`config.mk`:
```
export PLATFORM = sky130hd
export DESIGN_NAME = clock_page_replacement
export DESIGN_NICKNAME = d
export VERILOG_FILES = /design/src/hw/rtl/cpr_pkg.sv /design/src/hw/rtl/clock_page_replacement.sv /design/src/hw/rtl/cpr_ctrl.sv /design/src/hw/rtl/cpr_dp.sv
export SDC_FILE = /design/constraint.sdc
export NUM_CORES = 1
export LEC_CHECK = 0
export BUFFER_PORTS_ARGS = -buffer_cell sky130_fd_sc_hd__buf_2
export CAP_MARGIN = 20
export CORE_MARGIN = 2
export CORE_UTILIZATION = 40
export DETAILED_ROUTE_END_ITERATION = 10
export MAX_ROUTING_LAYER = met4
export PLACE_DENSITY = 0.62
export RECOVER_POWER = 100
export SKIP_CTS_REPAIR_TIMING = 1
export SYNTH_ARGS = -nofsm -noshare
export SYNTH_HDL_FRONTEND = slang
export SYNTH_SLANG_ARGS = --single-unit
```
`constraint.sdc`:
```
create_clock -name clk -period 7.8 [get_ports clk]
set_input_delay 0.78 -clock clk [delete_from_list [all_inputs] [get_ports clk]]
set_output_delay 0.78 -clock clk [all_outputs]
set_load 0.1 [all_outputs]
```
`src/hw/rtl/cpr_pkg.sv`:
```
package cpr_pkg;

	localparam int CAP_W     = 5;
	localparam int CAP_RESET = 16;
	localparam int ADDR_W    = 3;
	localparam int DATA_W    = 32;

	localparam logic [ADDR_W-1:0] ADDR_POOL_CAPACITY = 3'h0;

	typedef struct packed {
		logic load;
		logic match;
		logic step;
		logic sweep;
	} dp_cmd_t;

	typedef struct packed {
		logic done;
		logic out_free;
	} dp_sts_t;

endpackage

```
`src/hw/rtl/clock_page_replacement.sv`:
```
// Channel   Direction  Handshake          Payload
// input     in         in_valid/in_stall  page_id
// result    out        out_valid/out_stall hit, evicted, victim_page, frame_index
// config    in         APB write/read     pool_capacity at byte address 0
//
// On a hit or a fill of an empty hand frame below capacity an item passes the load, match
// and decide states; other misses then sweep one frame a cycle, the last step held by a stalled result.
// The next item is taken once the current one has reached the result register.
// Reset clears valid and reference bits, the hand and the resident count.
// A stalled result holds the last step of the next item, nothing else.
module clock_page_replacement
	import cpr_pkg::*;
#(
	parameter int FRAMES    = 16,
	parameter int PAGE_BITS = 16,
	localparam int IDX_W    = (FRAMES > 1) ? $clog2(FRAMES) : 1
) (
	input  logic                 clk,
	input  logic                 arst_n,
	input  logic                 in_valid,
	output logic                 in_stall,
	input  logic [PAGE_BITS-1:0] page_id,
	output logic                 out_valid,
	input  logic                 out_stall,
	output logic                 hit,
	output logic                 evicted,
	output logic [PAGE_BITS-1:0] victim_page,
	output logic [IDX_W-1:0]     frame_index,
	input  logic                 psel,
	input  logic                 penable,
	input  logic                 pwrite,
	input  logic [ADDR_W-1:0]    paddr,
	input  logic [DATA_W-1:0]    pwdata,
	output logic [DATA_W-1:0]    prdata,
	output logic                 pready
);

	logic [CAP_W-1:0] cap_q;
	dp_cmd_t          cmd;
	dp_sts_t          sts;

	assign pready = 1'b1;
	assign prdata = (paddr == ADDR_POOL_CAPACITY) ? DATA_W'(cap_q) : '0;

	always_ff @(posedge clk or negedge arst_n) begin
		if (!arst_n) begin
			cap_q <= CAP_W'(CAP_RESET);
		end else if (psel && penable && pwrite && pready
		             && (paddr == ADDR_POOL_CAPACITY)) begin
			cap_q <= pwdata[CAP_W-1:0];
		end
	end

	cpr_ctrl u_ctrl (
		.clk      (clk),
		.arst_n   (arst_n),
		.in_valid (in_valid),
		.in_stall (in_stall),
		.sts      (sts),
		.cmd      (cmd)
	);

	cpr_dp #(
		.FRAMES    (FRAMES),
		.PAGE_BITS (PAGE_BITS),
		.IDX_W     (IDX_W)
	) u_dp (
		.clk         (clk),
		.arst_n      (arst_n),
		.cmd         (cmd),
		.sts         (sts),
		.cap         (cap_q),
		.page_id     (page_id),
		.out_stall   (out_stall),
		.out_valid   (out_valid),
		.hit         (hit),
		.evicted     (evicted),
		.victim_page (victim_page),
		.frame_index (frame_index)
	);

endmodule

```
`src/hw/rtl/cpr_ctrl.sv`:
```
module cpr_ctrl
	import cpr_pkg::*;
(
	input  logic    clk,
	input  logic    arst_n,
	input  logic    in_valid,
	output logic    in_stall,
	input  dp_sts_t sts,
	output dp_cmd_t cmd
);

	localparam logic [1:0] ST_IDLE   = 2'd0;
	localparam logic [1:0] ST_MATCH  = 2'd1;
	localparam logic [1:0] ST_DECIDE = 2'd2;
	localparam logic [1:0] ST_SWEEP  = 2'd3;

	logic [1:0] state_q;
	logic [1:0] state_d;
	logic       step_en;

	assign step_en  = sts.out_free || !sts.done;
	assign in_stall = (state_q != ST_IDLE);

	always_comb begin
		state_d   = state_q;
		cmd.load  = 1'b0;
		cmd.match = 1'b0;
		cmd.step  = 1'b0;
		cmd.sweep = (state_q == ST_SWEEP);
		case (state_q)
			ST_IDLE: begin
				if (in_valid) begin
					cmd.load = 1'b1;
					state_d  = ST_MATCH;
				end
			end
			ST_MATCH: begin
				cmd.match = 1'b1;
				state_d   = ST_DECIDE;
			end
			ST_DECIDE: begin
				if (step_en) begin
					cmd.step = 1'b1;
					state_d  = sts.done ? ST_IDLE : ST_SWEEP;
				end
			end
			ST_SWEEP: begin
				if (step_en) begin
					cmd.step = 1'b1;
					if (sts.done) begin
						state_d = ST_IDLE;
					end
				end
			end
			default: begin
				state_d = ST_IDLE;
			end
		endcase
	end

	always_ff @(posedge clk or negedge arst_n) begin
		if (!arst_n) begin
			state_q <= ST_IDLE;
		end else begin
			state_q <= state_d;
		end
	end

endmodule

```
`src/hw/rtl/cpr_dp.sv`:
```
module cpr_dp
	import cpr_pkg::*;
#(
	parameter int FRAMES    = 16,
	parameter int PAGE_BITS = 16,
	parameter int IDX_W     = (FRAMES > 1) ? $clog2(FRAMES) : 1
) (
	input  logic                 clk,
	input  logic                 arst_n,
	input  dp_cmd_t              cmd,
	output dp_sts_t              sts,
	input  logic [CAP_W-1:0]     cap,
	input  logic [PAGE_BITS-1:0] page_id,
	input  logic                 out_stall,
	output logic                 out_valid,
	output logic                 hit,
	output logic                 evicted,
	output logic [PAGE_BITS-1:0] victim_page,
	output logic [IDX_W-1:0]     frame_index
);

	localparam int CNT_W = $clog2(FRAMES + 1);
	localparam int EW    = (CNT_W > CAP_W) ? CNT_W : CAP_W;

	logic [PAGE_BITS-1:0] frame_page_q [FRAMES];
	logic [FRAMES-1:0]    valid_q;
	logic [FRAMES-1:0]    ref_q;
	logic [IDX_W-1:0]     hand_q;
	logic [CNT_W-1:0]     count_q;
	logic [PAGE_BITS-1:0] page_q;
	logic [FRAMES-1:0]    match_s1;

	logic                 out_valid_q;
	logic                 hit_q;
	logic                 evicted_q;
	logic [PAGE_BITS-1:0] victim_q;
	logic [IDX_W-1:0]     frame_q;

	logic [EW-1:0]        cap_w;
	logic [CNT_W-1:0]     eff_cap;
	logic [CNT_W-1:0]     hand_ext;
	logic [CNT_W-1:0]     hand_inc;
	logic [IDX_W-1:0]     hand_nx;
	logic [FRAMES-1:0]    match_c;
	logic [IDX_W-1:0]     hit_idx;
	logic                 hit_c;
	logic                 fill_ok;
	logic                 hand_valid;
	logic                 hand_ref;
	logic                 do_hit_set;
	logic                 do_fill;
	logic                 do_clear;
	logic                 do_evict;
	logic                 fire;

	assign cap_w    = EW'(cap);
	assign eff_cap  = (cap_w == '0) ? CNT_W'(1) :
	                  ((cap_w > EW'(FRAMES)) ? CNT_W'(FRAMES) : CNT_W'(cap_w));
	assign hand_ext = CNT_W'(hand_q);
	assign hand_inc = hand_ext + CNT_W'(1);
	assign hand_nx  = (hand_inc >= eff_cap) ? '0 : IDX_W'(hand_inc);

	always_comb begin
		for (int i = 0; i < FRAMES; i++) begin
			match_c[i] = valid_q[i] && (frame_page_q[i] == page_q);
		end
	end

	// at most one frame holds a given page, so OR the indexes together
	always_comb begin
		hit_idx = '0;
		for (int i = 0; i < FRAMES; i++) begin
			if (match_s1[i]) begin
				hit_idx = hit_idx | IDX_W'(i);
			end
		end
	end

	assign hit_c      = |match_s1;
	assign hand_valid = valid_q[hand_q];
	assign hand_ref   = ref_q[hand_q];
	assign fill_ok    = (count_q < eff_cap) && !hand_valid;

	assign do_hit_set = cmd.step && !cmd.sweep && hit_c;
	assign do_fill    = cmd.step && (cmd.sweep ? !hand_valid : (!hit_c && fill_ok));
	assign do_clear   = cmd.step && cmd.sweep && hand_valid && hand_ref;
	assign do_evict   = cmd.step && cmd.sweep && hand_valid && !hand_ref;
	assign fire       = do_hit_set || do_fill || do_evict;

	assign sts.done     = cmd.sweep ? (!hand_valid || !hand_ref) : (hit_c || fill_ok);
	assign sts.out_free = !out_valid_q || !out_stall;

	always_ff @(posedge clk or negedge arst_n) begin
		if (!arst_n) begin
			valid_q     <= '0;
			ref_q       <= '0;
			hand_q      <= '0;
			count_q     <= '0;
			out_valid_q <= 1'b0;
		end else begin
			if (cmd.load && (hand_ext >= eff_cap)) begin
				hand_q <= '0;
			end
			if (do_hit_set) begin
				ref_q[hit_idx] <= 1'b1;
			end
			if (do_fill || do_evict) begin
				valid_q[hand_q] <= 1'b1;
				ref_q[hand_q]   <= 1'b1;
			end
			if (do_clear) begin
				ref_q[hand_q] <= 1'b0;
			end
			if (do_fill || do_evict || do_clear) begin
				hand_q <= hand_nx;
			end
			if (do_fill) begin
				count_q <= count_q + CNT_W'(1);
			end
			if (fire) begin
				out_valid_q <= 1'b1;
			end else if (!out_stall) begin
				out_valid_q <= 1'b0;
			end
		end
	end

	always_ff @(posedge clk) begin
		if (cmd.load) begin
			page_q <= page_id;
		end
		if (cmd.match) begin
			match_s1 <= match_c;
		end
		if (do_fill || do_evict) begin
			frame_page_q[hand_q] <= page_q;
		end
		if (fire) begin
			hit_q     <= do_hit_set;
			evicted_q <= do_evict;
			victim_q  <= do_evict ? frame_page_q[hand_q] : '0;
			frame_q   <= do_hit_set ? hit_idx : hand_q;
		end
	end

	assign out_valid   = out_valid_q;
	assign hit         = hit_q;
	assign evicted     = evicted_q;
	assign victim_page = victim_q;
	assign frame_index = frame_q;

endmodule

```
# Word-level counts from Yosys, hierarchy flattened
# Memories as Yosys holds them, arrays and structs flattened. A register that Yosys moved wholly into a read port is not among the register bits.
# Cells that the tools add are included.
[word_totals]
n_memories = 1
input_bits = 58
out_inout_bits = 57
register_bits = 87
wordCells = 157
ram_bits = 256
[memory_table]
columns = ["name", "words", "word_bits", "read_ports", "rd_ports_with_merged_regs", "wr", "line", "rtl"]
rows = [
  ["u_dp.frame_page_q", 16, 16, 17, 1, 1, "cpr_dp.sv:25", "logic [PAGE_BITS-1:0] frame_page_q [FRAMES];"],
]
[op_classes]
n_reduce_logical = 55
bitwise = 5
n_addsub = 2
n_mux = 50
eq_ne = 24
magnitude_cmp = 8
[ops]
columns = ["operator", "n"]
rows = [
  ["$eq A16 B16 Y1", 16],
  ["$mux W16", 3],
  ["$mux W4", 12],
  ["$or A16 B16 Y16", 3],
  ["$logic_and A1 B1 Y1", 31],
  ["$and A16 B16 Y16", 1],
  ["$mux W1", 16],
  ["$not A16 Y16", 1],
  ["$reduce_or A16 Y1", 1],
  ["$mux W5", 3],
  ["$mux W2", 7],
  ["$mux W3", 4],
  ["$lt A4 B5 Y1 const B", 2],
  ["$bmux W1 S4", 2],
  ["$demux W1 S4", 2],
  ["$ge A4 B1 Y1 const B", 2],
  ["$logic_not A1 Y1", 8],
  ["$logic_or A1 B1 Y1", 8],
  ["$ne A2 B1 Y1 const B", 4],
  ["$pmux W2 S4", 1],
  ["$add A4 B1 Y5 const B", 1],
  ["$add A5 B1 Y5 const B", 1],
  ["$ge A4 B5 Y1", 1],
  ["$ge A5 B5 Y1", 1],
  ["11 further kinds", 13],
]

# Longest topological paths before layout
[logic_depth]
word_depth = 25
depth_mapped = 12
mapped_depth_nobuf = 11

# Cells and area by module
# Synthesis repeated with hierarchy kept, for this count alone.
[unflattened]
hier_cells = 1156
area_unflattened_um2 = 17656.9
[modules_own_cells]
columns = ["mod", "area_each_um2", "seq_area_each_um2", "n_inst", "cells_per_inst"]
rows = [
  ["cpr_dp", 17041.3, 10359.9, 1, 1095],
  ["clock_page_replacement", 486.7, 126.4, 1, 48],
  ["cpr_ctrl", 128.9, 50.0, 1, 13],
]

# Least setup slack after synthesis
# No wires, ideal clock.
[synth_path]
path_kind = "flip-flop to flip-flop"
startpoint = "reg cap_q[4]"
endpoint = "mem u_dp.frame_page_q[11][0], enable pin"
n_path_buf = 1
arrival_ns = 2.774
stages_incl_launch_ff = 12
path_slack_ns = 4.637
setup_time_ns = 0.388
t_required_ns = 7.412
synth_period_minus_slack_ns = 3.163
cell_sequence = "dfstp_2 > inv_1 > nand2_1 > ha_1 > a21oi_1 > o21ai_0 > a211oi_1 > o211ai_2 > a21oi_2 > buf_2 > nand2_1 > nor2_1"
[synth_via]
elab_chain_cells = 17
elab_cells_between_ends = 21
cone_classes = "order compare: 2; mux: 8; reduce/logical: 11"
[synth_lines]
columns = ["item", "line", "rtl"]
rows = [
  ["start, declared", "clock_page_replacement.sv:38", "logic [CAP_W-1:0] cap_q;"],
  ["start signal, assigned", "clock_page_replacement.sv:47", "cap_q <= CAP_W'(CAP_RESET);"],
  ["start signal, assigned", "clock_page_replacement.sv:50", "cap_q <= pwdata[CAP_W-1:0];"],
  ["$gt A5 B5 Y1", "cpr_dp.sv:58", "((cap_w > EW'(FRAMES)) ? CNT_W'(FRAMES) : CNT_W'(cap_w));"],
  ["$mux W5", "cpr_dp.sv:58", ""],
  ["$mux W5 *", "cpr_dp.sv:57", "assign eff_cap = (cap_w == '0) ? CNT_W'(1) :"],
  ["$lt A5 B5 Y1 *", "cpr_dp.sv:82", "assign fill_ok = (count_q < eff_cap) && !hand_valid;"],
  ["$logic_and A1 B1 Y1 *", "cpr_dp.sv:82", ""],
  ["$logic_or A1 B1 Y1", "cpr_dp.sv:90", "assign sts.done = cmd.sweep ? (!hand_valid || !hand_ref) : (hit_c || fill_ok);"],
  ["$mux W1", "cpr_dp.sv:90", ""],
  ["$logic_not A1 Y1", "cpr_ctrl.sv:21", "assign step_en = sts.out_free || !sts.done;"],
  ["$logic_or A1 B1 Y1", "cpr_ctrl.sv:21", ""],
  ["$mux W1", "cpr_ctrl.sv:42, cpr_ctrl.sv:48", ""],
  ["$mux W1", "n/a", ""],
  ["$logic_and A1 B1 Y1 (3 in series)", "cpr_dp.sv:87", "assign do_evict = cmd.step && cmd.sweep && hand_valid && !hand_ref;"],
  ["$logic_or A1 B1 Y1 *", "cpr_dp.sv:135", "if (do_fill || do_evict) begin"],
  ["$mux W1 *", "cpr_dp.sv:135", ""],
  ["$mux W1 (implied by the code) *", "cpr_dp.sv:136", "frame_page_q[hand_q] <= page_q;"],
  ["end, declared", "cpr_dp.sv:25", ""],
]
# Mark *: on every way between the ends. The rest lies on a longest branch, timed or not.

# Final worst setup path
[layout_path]
startpoint = "reg u_dp.hand_q[1]"
endpoint = "mem u_dp.frame_page_q[7][14], enable pin"
[layout_via]
elab_chain_cells = 16
elab_cells_between_ends = 23
cone_classes = "mux: 10; reduce/logical: 13"
[layout_lines]
columns = ["item", "line", "rtl"]
rows = [
  ["start, declared", "cpr_dp.sv:28", "logic [IDX_W-1:0] hand_q;"],
  ["start signal, assigned", "cpr_dp.sv:115", "hand_q <= hand_nx;"],
  ["$bmux W1 S4", "cpr_dp.sv:80", "assign hand_valid = valid_q[hand_q];"],
  ["$mux W1 (implied by the code)", "cpr_dp.sv:80", ""],
  ["$logic_not A1 Y1", "cpr_dp.sv:82, cpr_dp.sv:85, cpr_dp.sv:90", ""],
  ["$logic_and A1 B1 Y1", "cpr_dp.sv:82", ""],
  ["$logic_or A1 B1 Y1", "cpr_dp.sv:90", ""],
  ["$mux W1", "cpr_dp.sv:90", ""],
  ["$logic_not A1 Y1", "cpr_ctrl.sv:21", ""],
  ["$logic_or A1 B1 Y1", "cpr_ctrl.sv:21", ""],
  ["$mux W1", "cpr_ctrl.sv:42, cpr_ctrl.sv:48", ""],
  ["$mux W1", "n/a", ""],
  ["$logic_and A1 B1 Y1 (3 in series)", "cpr_dp.sv:87", ""],
  ["$logic_or A1 B1 Y1", "cpr_dp.sv:135", ""],
  ["$mux W1", "cpr_dp.sv:135", ""],
  ["$mux W1 (implied by the code)", "cpr_dp.sv:136", ""],
]
# Several ways; a longest one is shown, not always the timed one. The select of a mux whose other input is x is not followed.

==> key figures <==
Drt
  • Post-DRT Antenna Nets: 0
  • Detailed-route wire length: about 45 mm
  • DR vias/cell: 5.49
  • Routed WL per cell: 24.5 um
  • Post-route DRC: 0
  • Initial DRT Pass Iterations: 5
  • Initial DRC count: 980
  • Vias: 10200

Cells and area
  • Fraction of layout cells with a size suffix above 1: 16.5%
  • Layout area overhead: 11.6%
  • ANT cells: 0
  • Fin area: 0.0196 mm2
  • Finished Layout Cells: 1849
  • Final nets: 1313

Logic synthesis
  • Most used DFF post-synth: edfxtp_1
  • Syn_area_per_cell: around 15 um2
  • Top cell type's share of synthesized area: 52.9%
  • Area contributors post-synth: edfxtp_1 (53%), mux4_2 (11%), xnor2_1 (9.7%)
  • Ys async rst share: 13.6%
  • FF+latch count, synth: 359
  • Yosys cell types: 60
  • Most frequent cell after synthesis: edfxtp_1
  • Area leader, netlist: edfxtp_1
  • Warnings, synthesis: 0
  • Cells after Synth: about 1200
  • Post-synth top cells: edfxtp_1 (310), xnor2_1 (194), mux4_2 (86)
  • Count of flip-flops with a built-in enable after synthesis: between 300 and 400
  • Sequential share of the synthesized area: 59.9%
  • Synthesized area: 0.0176 mm2

Worst setup path
  • Worst R2R Path Depth: 10
  • CP most frequent cell: buf_4
  • Setup crit start: u_dp.hand_q[1]
  • Crit path arrival time: 5.95 ns
  • Critical path class: reg -> reg
  • CP max FO: 45
  • Endpoint class of the critical path: register
  • Critical path's largest stage delay: 2.06 ns
  • R2R Path Start: u_dp.hand_q[1]
  • Crit path launch type: register
  • Reg2reg setup slack: between 2 and 2.5 ns
  • CP required: 7.98 ns
  • RR Endpoint: u_dp.frame_page_q[7][14]
  • CP cell instances: buf_4 > mux2i_1 > nor3_1 > o41ai_4 > o211ai_1 > a21oi_2 > buf_4 > nand2_1 > nor2_1 > clkbuf_1
  • Delay-heaviest family, CP: flip-flops
  • Critical path's slowest cell: dfrtp_1
  • WP buf/inv: 3

Global route
  • GRT Total Usage: 20.9%
  • Antenna violations before repair: 4
  • Global-route wire length before repair: 66.3 mm
  • Largest net degree at the start of global routing: 50
  • GRT overflow: 0
  • Number of global-route vias before repair: between 10000 and 15000

STA
  • Tcrit/Tclk final: around three quarters
  • Setup TNS Final: 0 ns
  • Final setup violation count: 0
  • Worst relative slew slack: -87.6%
  • Hold slack: 0.382 ns
  • Max Slew Vio Count: 591
  • Slew @ Worst Pin: 2.81 ns
  • Max Clock Skew: 0.0181 ns
  • RSZ-0062 raised after global routing: no
  • Fin. Hold Viols: 0
  • Max Fclk: 173 MHz
  • Min Tclk post-route: ~5.8 ns
  • Worst setup margin: 2.02 ns

Outcome
  • Status: finished with violations
  • Failing checks: max-capacitance violations, max-slew violations

Clock network
  • Root Buffer: clkbuf_16
  • Clk buf depth: 3
  • Clock Latency Late Sink: 0.57 ns
  • Worst-path clk slew: 0.06 ns
  • H-tree levels: 2
  • CTS tree: yes
  • CTS Sinks: around 360
  • CTS Buf Count: 40

Placement
  • Pre-CTS WS: 3.60 ns
  • Gpl congestion: approximately 0.91
  • Dpl cells: 1779
  • I/O Buffers: a little under 60
  • Final HPWL DP: 30.5 mm
  • Placement Cell Area: 0.0185 mm2

Power
  • Switching Fraction: 37.5%
  • Psw: 2.59 mW
  • Comb power frac: roughly a third
  • Power per cell area: 353 mW/mm2
  • Pleak: 6.29 nW
  • Clock network fraction of total power: 26.7%
  • Max IR drop VDD: 0.293 mV
  • Flop pwr share: 38.2%
  • P_int: approximately 4.3 mW

Worst hold path
  • Hold_sp: page_id[8]
  • WHS Endpoint: u_dp.page_q[8]
  • Hold Crit Class: in -> reg
  • Cell depth of the worst hold path: 1

Die
  • Chip height: 214 um
  • Die X: 214 um
  • Initial core utilization: 40.6%
  • Die ar.: 0.0456 mm2
  • I/O pin count: ~120
  • Core footprint: 0.0433 mm2
  • Rows: 76

Job
  • Max_cap viols: 18
metal layers:
layer | GRT usage [%] | wire length (um) | vias to the layer above | part of all wire [%]
met5 | - | 0 | - | 0
met4 | 5.00 | 856 | 0 | 1.9
met3 | 4.89 | 3920 | 50 | 8.7
met2 | 31.8 | 21200 | 421 | 47
met1 | 28.5 | 19300 | 5183 | 43
li1 | - | - | 4503 | -
cell type report:
type / count / area (um2)
Clock inverter: 16 / 188
Inverter: 12 / 45.0
Sequential cell: 359 / 10500
Clock buffer: 53 / 1080
Fill cell: 3828 / 23600
Timing Repair Buffer: 97 / 479
Multi-Input combinational cell: 727 / 6560
Tap cell: 585 / 732
power groups by stage:
stage | sequential (mW) | combinational (mW) | clock, mW
CTS | 2.64 | 2.45 | 1.89
detailed placement | 2.67 | 2.45 | 0
floorplan | 2.97 | 1.49 | 0
finish | 2.65 | 2.43 | 1.85
global route | 2.68 | 2.59 | 1.97
global placement | 2.67 | 2.44 | 0
layout by cell type, fill, tap and decap left out, types with 3 or more instances in the layout:
cell type / synthesis / layout
edfxtp_1: 310 / 310
or4_1: 4 / 4
buf_2: 14 / 30
clkbuf_16: 0 / 40
xor2_1: 67 / 67
nor2_1: 42 / 42
nand4_1: 49 / 49
nor4_1: 35 / 35
clkbuf_1: 42 / 58
mux2i_1: 4 / 4
a21oi_1: 7 / 7
nand2b_1: 5 / 5
o211ai_1: 3 / 4
mux4_2: 86 / 86
nor2b_1: 19 / 19
o21ai_0: 11 / 11
inv_1: 12 / 12
a31oi_1: 18 / 18
buf_4: 29 / 18
mux2_2: 5 / 5
nand3_1: 7 / 7
ha_1: 18 / 18
clkinv_2: 0 / 4
bufinv_16: 0 / 3
nand2_1: 48 / 51
xnor2_1: 194 / 194
or2_2: 4 / 4
dfrtp_1: 48 / 47
o21bai_1: 18 / 18
a311oi_1: 10 / 10
clkinv_1: 0 / 4
clkbuf_8: 0 / 4
nor3_1: 5 / 6
conb_1: 2 / 28
and2_1: 8 / 7
sequential cells by signal, summed over array words and instances, names as in the netlist:
register,cells
u_dp.page_q,16
u_dp.hand_q,4
u_dp.ref_q,16
u_dp.hit,1
u_dp.count_q,5
u_dp.match_s1,16
u_dp.frame_page_q,256
cap_q,5
u_dp.frame_index,4
u_dp.out_valid,1
u_dp.victim_page,16
u_dp.evicted,1
u_ctrl.state_q,2
u_dp.valid_q,16
cells by family after synthesis:
family | after synthesis | synth area share [%]
mux | 95 | 11.6
fa+ha+maj | 18 | 1.28
simple gates | 242 | 7.42
buf+inv | 112 | 3.24
xor+xnor | 261 | 13.0
other cells | 2 | 0.0427
compound gates | 83 | 3.53
flops | 359 | 59.9
per-stage QoR:
stage,util [%],power [mW]
final,45.3,6.93
after global routing,45.3,7.24
after CTS,45.6,6.98
after detailed placement,42.7,5.12
after floorplan,-,4.46
after global placement,42.7,5.11
how the worst max path moves through the flow:
stage / endpoint / slack (ns) / cells past startpoint
finish: u_dp.frame_page_q[7][14] / 2.02 / 10
CTS: u_dp.frame_page_q[15][3] / 3.60 / 8
global route: u_dp.frame_page_q[15][9] / 1.75 / 8
floorplan: u_dp.frame_page_q[11][0] / 4.64 / 11
global placement: u_dp.frame_page_q[15][4] / 3.66 / 8
detailed placement: u_dp.frame_page_q[15][4] / 3.60 / 8
worst reg2reg max path: cells and delay by family, from the launching register on:
family                 cells  cell delay (ns)
AO/OA/AOI/OAI              3             0.75
buffers and inverters      3             1.87
flip-flops                 1             2.06
multiplexers               1             0.28
AND/OR/NAND/NOR            3             0.44
No activity file was read; power rests on OpenSTA's default activity.
